`src/rtl/core/assert_macros.svh`:
```
// assertion helpers for the core rtl
`ifndef ASSERT_MACROS_SVH
`define ASSERT_MACROS_SVH
`ifndef NO_ASSERTIONS
// checked on every rising edge outside reset
`define FPS_ASSERT(lbl, clk, rst_n, prop, msg) \
  lbl: assert property (@(posedge clk) disable iff (!rst_n) prop) else $error(msg);
// checked on every rising edge, reset included
`define FPS_ASSERT_ALWAYS(lbl, clk, prop, msg) \
  lbl: assert property (@(posedge clk) prop) else $error(msg);
`else
`define FPS_ASSERT(lbl, clk, rst_n, prop, msg)
`define FPS_ASSERT_ALWAYS(lbl, clk, prop, msg)
`endif
`endif

```
`src/rtl/core/fps_pkg.sv`:
```
package fps_pkg;

  // field and register widths
  localparam int PIX_W     = 12;
  localparam int CLR_W     = 8;
  localparam int AFF_W     = 24;
  localparam int CTR_W     = 20;
  localparam int COEF_W    = 32;
  localparam int CFG_W     = 40;
  localparam int CFG_IDX_W = 3;
  localparam int THETA_W   = 18;
  localparam int PHI_W     = 19;
  localparam int IN_DATA_W  = 48;
  localparam int OUT_DATA_W = 88;

  // datapath widths
  localparam int XY_W  = 26;
  localparam int MAG_W = 25;
  localparam int R2_W  = 52;
  localparam int RAD_W = 26;
  localparam int SUM_W = 122;
  localparam int Z_W   = 42;
  localparam int ZM_W  = 31;

  // cordic widths and depth
  localparam int CIN_W        = 32;
  localparam int NRM_W        = 59;
  localparam int CW_W         = 63;
  localparam int CZ_W         = 33;
  localparam int ANG_W        = 31;
  localparam int NRM_STEPS    = 6;
  localparam int CORDIC_ITERS = 30;
  localparam int CORDIC_LAT   = NRM_STEPS + CORDIC_ITERS;
  localparam int ISQ_LAT      = RAD_W;

  localparam int AW_W = 34;
  localparam logic [AW_W-1:0]  PI_Q30      = 34'd3373259426;
  localparam logic [ANG_W-1:0] HALF_PI_Q30 = 31'd1686629713;
  localparam logic [THETA_W-1:0] THETA_MAX = 18'd205887;
  localparam logic [PHI_W-1:0]   PHI_MAX   = 19'd411775;
  localparam logic signed [Z_W-1:0] Z_LIMIT = 42'sd2147483647;

  typedef enum logic [CFG_IDX_W-1:0] {
    REG_AFFINE_C    = 3'd0,
    REG_AFFINE_D    = 3'd1,
    REG_AFFINE_E    = 3'd2,
    REG_OPT_CENTER  = 3'd3,
    REG_POLY_CONST  = 3'd4,
    REG_POLY_SQUARE = 3'd5,
    REG_POLY_CUBE   = 3'd6,
    REG_POLY_FOURTH = 3'd7
  } cfg_reg_t;

  typedef struct packed {
    logic [CLR_W-1:0] red;
    logic [CLR_W-1:0] green;
    logic [CLR_W-1:0] blue;
    logic [PIX_W-1:0] col;
    logic [PIX_W-1:0] row;
  } pix_t;

  typedef struct packed {
    pix_t             pix;
    logic [MAG_W-1:0] xm;
    logic [MAG_W-1:0] ym;
    logic             x_neg;
    logic             y_neg;
    logic             z_neg;
    logic [R2_W-1:0]  r2;
    logic [RAD_W-1:0] rad;
  } side_t;

  // arctangent of 2^-i, q30
  function automatic logic [31:0] atan_q30(input int unsigned i);
    logic [31:0] v;
    unique case (i)
      0:  v = 32'h3243F6A8;
      1:  v = 32'h1DAC6705;
      2:  v = 32'h0FADBAFC;
      3:  v = 32'h07F56EA6;
      4:  v = 32'h03FEAB76;
      5:  v = 32'h01FFD55B;
      6:  v = 32'h00FFFAAA;
      7:  v = 32'h007FFF55;
      8:  v = 32'h003FFFEA;
      9:  v = 32'h001FFFFD;
      10: v = 32'h000FFFFF;
      11: v = 32'h0007FFFF;
      12: v = 32'h0003FFFF;
      13: v = 32'h0001FFFF;
      14: v = 32'h0000FFFF;
      15: v = 32'h00007FFF;
      16: v = 32'h00003FFF;
      17: v = 32'h00001FFF;
      18: v = 32'h00000FFF;
      19: v = 32'h000007FF;
      20: v = 32'h000003FF;
      21: v = 32'h000001FF;
      22: v = 32'h000000FF;
      23: v = 32'h0000007F;
      24: v = 32'h0000003F;
      25: v = 32'h0000001F;
      26: v = 32'h0000000F;
      27: v = 32'h00000008;
      28: v = 32'h00000004;
      29: v = 32'h00000002;
      default: v = '0;
    endcase
    return v;
  endfunction

endpackage

```
`src/rtl/core/fps_isqrt.sv`:
```
module fps_isqrt
  import fps_pkg::*;
(
  input  logic             clk,
  input  logic             en,
  input  logic [R2_W-1:0]  radicand,
  output logic [RAD_W-1:0] root
);

  logic [RAD_W+1:0] rem_r   [RAD_W];
  logic [RAD_W+1:0] rem_nxt [RAD_W];
  logic [RAD_W-1:0] root_r  [RAD_W];
  logic [RAD_W-1:0] root_nxt[RAD_W];
  logic [R2_W-1:0]  n_r     [RAD_W];
  logic [R2_W-1:0]  n_nxt   [RAD_W];

  // one result bit per stage, two radicand bits consumed per stage
  always_comb begin
    logic [RAD_W+1:0] rem_in;
    logic [RAD_W-1:0] root_in;
    logic [R2_W-1:0]  n_in;
    logic [RAD_W+3:0] cur;
    logic [RAD_W+3:0] trial;
    for (int k = 0; k < RAD_W; k++) begin
      if (k == 0) begin
        rem_in  = '0;
        root_in = '0;
        n_in    = radicand;
      end else begin
        rem_in  = rem_r[(k > 0) ? k - 1 : 0];
        root_in = root_r[(k > 0) ? k - 1 : 0];
        n_in    = n_r[(k > 0) ? k - 1 : 0];
      end
      cur   = {rem_in, n_in[R2_W-1-2*k -: 2]};
      trial = {2'b00, root_in, 2'b01};
      n_nxt[k] = n_in;
      if (cur >= trial) begin
        rem_nxt[k]  = (RAD_W+2)'(cur - trial);
        root_nxt[k] = {root_in[RAD_W-2:0], 1'b1};
      end else begin
        rem_nxt[k]  = (RAD_W+2)'(cur);
        root_nxt[k] = {root_in[RAD_W-2:0], 1'b0};
      end
    end
  end

  always_ff @(posedge clk) begin
    if (en) begin
      for (int k = 0; k < RAD_W; k++) begin
        rem_r[k]  <= rem_nxt[k];
        root_r[k] <= root_nxt[k];
        n_r[k]    <= n_nxt[k];
      end
    end
  end

  assign root = root_r[RAD_W-1];

endmodule

```
`config.mk`:
```
export PLATFORM = sky130hd
export DESIGN_NAME = fps_isqrt
export DESIGN_NICKNAME = d
export VERILOG_FILES = /design/src/rtl/core/assert_macros.svh /design/src/rtl/core/fps_pkg.sv /design/src/rtl/core/fps_isqrt.sv
export SDC_FILE = /design/constraint.sdc
export NUM_CORES = 2
export LEC_CHECK = 0
export ABC_AREA = 0
export BUFFER_PORTS_ARGS = -buffer_cell sky130_fd_sc_hd__clkbuf_2
export CORE_ASPECT_RATIO = 1.2
export CORE_MARGIN = 3
export CORE_UTILIZATION = 29
export DETAILED_ROUTE_END_ITERATION = 10
export SLEW_MARGIN = 20
export SYNTH_ARGS = -nofsm -noshare
export SYNTH_HDL_FRONTEND = slang
export SYNTH_SLANG_ARGS = --single-unit
export TNS_END_PERCENT = 5
```
`constraint.sdc`:
```
create_clock -name clk -period 3.15 [get_ports clk]
set_input_delay 0.4725 -clock clk [delete_from_list [all_inputs] [get_ports clk]]
set_output_delay 0.4725 -clock clk [all_outputs]
set_load 0.02 [all_outputs]
```
==> flow_metrics.py <==
metrics = {
    "status": {
        "status": "finished with violations",
        "violations": "negative setup slack",
    },
    "sta": {
        "finalCritPeriodShare": 1.03,
        "rsz0062_at_grt": "yes",
        "tns_ns": -0.925,
        "fin_crit_ns": 3.24,
        "max_slew_margin": 0.570,
        "final.setup_skew_ns": 0.0835,
        "worst_slew_pin_slew_ns": 0.644,
        "setup_violations": 23,
        "hold_viol": 0,
        "fin_ws_ns": -0.0862,
        "clock.fmax_mhz": 309,
        "drv_slew": 0,
    },
    "setup_path": {
        "crit_slowest_cell": "edfxtp_1",
        "crit_path_cell_trace": "ha_1, nor2b_1, o31a_1, o31a_1, o31a_1, o31a_1, a41oi_2, nand3_4, buf_12, mux2_2",
        "cpMostUsedCell": "o31a_1",
        "regToRegSetupSlack_ns": -0.09,
        "crit_type": "flip-flop to flip-flop",
        "arrival_ns": 3.73,
        "cp_max_fo": 11,
        "cp-start-kind": "flip-flop",
        "r2r_start": "rem_r[1][168]$_DFFE_PP_",
        "critPathCaptureType": "flip-flop",
        "cpPeakStageDelay_ns": 0.39,
        "timing.rr.end": "rem_r[1][217]$_DFFE_PP_",
        "r2r_cells": 10,
        "cp.required_ns": 3.64,
    },
    "finish": {
        "postLayoutCellArea_sq_mm": 0.0927,
        "area_growth_pct": 20.2,
        "diodes": 0,
        "drive_gt1_frac": 0.154,
        "utilization": 0.352,
        "fin_nets": 7007,
    },
    "route": {
        "via_per_inst": 4.56,
        "dr.pass1.iters": 7,
        "wire_per_inst_um": 14.6,
        "vias": 46700,
        "drc_errors": 0,
        "antenna_left": 0,
        "wirelength_mm": 149,
        "drt_iter0_drc": 2467,
    },
    "power_and_ir_drop": {
        "pwr-share-clk": 0.334,
        "ir_drop_mv": 0.437,
        "power.internal_w": 0.0457,
        "p_switching_w": 0.0167,
        "power.share.switching": 0.267,
        "p_per_area_mw_per_mm2": 673,
        "seqPwrFrac": 0.469,
        "p_leak_nw": 35.4,
        "pwr-share-comb": 0.196,
    },
    "flow_run": {
        "drv_cap": 0,
    },
    "global_routing": {
        "grt_use_total": 0.106,
        "grt_pass1_wl_mm": 238,
        "grt_pass1_vias": 47500,
        "grt_max_degree": 86,
        "grt-ovfl-total": 0,
        "antenna_found_initial": 0,
    },
    "die": {
        "die_area_sq_mm": 0.272,
        "num_io_pins": 80,
        "die_x_um": 477,
        "row_count": 206,
        "start_util": 0.293,
        "die_h_um": 571,
        "core_sq_mm": 0.263,
    },
    "yosys": {
        "syn_avg_cell_area_sq_um": 13.0,
        "synthesis.area_sq_mm": 0.0771,
        "yosys_warnings": 0,
        "async_flop_share": 0,
        "ys_ff_latch": 1663,
        "postSynthCellCount": 5930,
        "synth.yosys.seq_area_share": 0.648,
        "synth_flop_cell": "edfxtp_1",
        "synth-edff-count": 1663,
        "syn_nets": 6363,
        "yosysUniqueCellTypes": 89,
    },
    "placement": {
        "portBuffers": 79,
        "pre_cts_slack_ns": -0.267,
        "place_hpwl_mm": 108,
        "place_congestion": 0.911,
        "placed_area_sq_mm": 0.0852,
    },
    "min_path": {
        "hold_path_class": "input pin to flip-flop",
        "min_to": "n_r[0][8]$_DFFE_PP_",
        "holdPathStages": 1,
        "hp-start": "en",
    },
    "clock_network": {
        "htree_levels": 4,
        "clockRootBuffer": "clkbuf_16",
        "insertion_delay_ns": 0.87,
        "cts_buffers": 183,
        "tritoncts": "done",
        "cts_sinks": 1663,
        "path_clk_slew_ns": 0.06,
        "clockBufferDepth": 4,
    },
}
[sequential cells by signal, indices dropped and copies added, names as in the netlist]
| name | cells |
|---|---|
| n_r | 650 |
| rem_r | 662 |
| root_r | 351 |
[critical path: cells and delay by family, from the launching register on]
kind | cells | cell delay (ns)
compound gates | 5 | 1.46
flops | 1 | 0.39
simple gates | 2 | 0.31
fa+ha+maj | 1 | 0.30
mux | 1 | 0.27
buf+inv | 1 | 0.20
[final cells by class]
cell class / instances / area (sq um)
clock buffer: 214 / 4760
clock inverter: 111 / 1130
fill: 25500 / 171000
inverter: 475 / 1780
multi-input combinational: 3683 / 25900
sequential: 1663 / 49900
tap: 3536 / 4420
timing repair buffer: 568 / 4780
[per-layer routing]
metal	wire length, um	share of wire	vias to the layer above	global-route usage
li1	-	-	23200	-
met1	58800	0.39	22200	0.115
met2	76200	0.51	914	0.194
met3	5590	0.037	446	0.0174
met4	8510	0.057	0	0.0590
met5	0	0	-	0
[what timing repair did]
action | CTS | global route
gates resized for setup | 55 | 167
hold buffers | 53 | 0
setup buffers | 4 | 3
cloned | 2 | 0
endpoints found under the setup margin | 169 | 330
pin swaps | 15 | 26
endpoints found under the hold margin | 53 | 0
[metrics by stage]
step	hold slack, ns	total power (W)	cells
2_1_floorplan	0.400	0.0371	5930
3_3_place_gp	0.401	0.0412	9864
3_5_place_dp	0.405	0.0414	9864
4_1_cts	0.0199	0.0629	10200
5_1_grt	0.0367	0.0657	10300
6_report	0.0744	0.0624	10300
[Yosys cell counts (43+ instances only)]
library cell | number | area share
nor4_1 | 69 | 0.0056
nor3_1 | 146 | 0.0095
edfxtp_1 | 1663 | 0.65
mux2_2 | 43 | 0.0063
nand2b_1 | 67 | 0.0054
nand2_1 | 423 | 0.021
a21o_1 | 150 | 0.015
nor2b_1 | 59 | 0.0048
inv_1 | 475 | 0.023
ha_1 | 379 | 0.062
or3_1 | 65 | 0.0053
o21a_1 | 71 | 0.0069
o21ai_0 | 285 | 0.018
a21oi_1 | 370 | 0.024
xor2_1 | 253 | 0.029
clkbuf_1 | 89 | 0.0043
nand3_1 | 96 | 0.0062
nand4_1 | 61 | 0.0049
nor2_1 | 367 | 0.018
xnor2_1 | 290 | 0.033
[kinds of logic after synthesis]
logic type               share of synthesized area
flip-flops                                   0.648
AND/OR/NAND/NOR                             0.0973
AO/OA/AOI/OAI                               0.0953
buffers and inverters                       0.0287
XOR/XNOR                                    0.0617
adder cells (fa/ha/maj)                     0.0615
multiplexers                               0.00784
other                                    0.0000486
[worst max path at each step]
stage | startpoint | endpoint | depth (start not counted)
after CTS | rem_r[0][308]$_DFFE_PP_ | rem_r[0][356]$_DFFE_PP_ | 9
after floorplan | rem_r[1][28]$_DFFE_PP_ | rem_r[1][73]$_DFFE_PP_ | 11
after detailed placement | root_r[0][364]$_DFFE_PP_ | rem_r[0][444]$_DFFE_PP_ | 12
after global routing | root_r[1][156]$_DFFE_PP_ | rem_r[1][221]$_DFFE_PP_ | 12
final | rem_r[1][168]$_DFFE_PP_ | rem_r[1][217]$_DFFE_PP_ | 10
after global placement | root_r[0][364]$_DFFE_PP_ | rem_r[0][444]$_DFFE_PP_ | 12
[cells in the final DEF, fill, tap and decap left out, types with 29 or more instances in the layout]
cell	synthesis	final
nor3_1	146	135
o21a_1	71	71
mux2_2	43	43
a21o_1	150	150
a31oi_1	41	33
a21oi_1	370	352
or4_1	33	30
dlygate4sd3_1	0	53
clkbuf_16	0	186
buf_12	0	39
o21bai_1	30	29
nand4_1	61	61
and3_1	37	37
nand2b_1	67	67
inv_1	475	471
nand2_1	423	422
or2_2	34	32
nor2_1	367	358
clkbuf_2	0	78
xnor2_1	290	290
buf_4	1	385
or3_1	65	63
o21ai_1	1	30
o21ai_0	285	255
edfxtp_1	1663	1663
nand3_1	96	92
ha_1	379	370
nor2b_1	59	54
o31ai_1	37	31
clkinv_1	0	36
nor4_1	69	54
xor2_1	253	252
[power groups by stage]
stage                     clock, W  combinational, W  sequential [W]
after floorplan                  0           0.00800          0.0291
after global placement           0            0.0115          0.0297
after detailed placement         0            0.0117          0.0297
after CTS                   0.0217            0.0120          0.0293
after global routing        0.0226            0.0136          0.0295
final                       0.0209            0.0123          0.0293
Power figures use the tool's default switching activity.
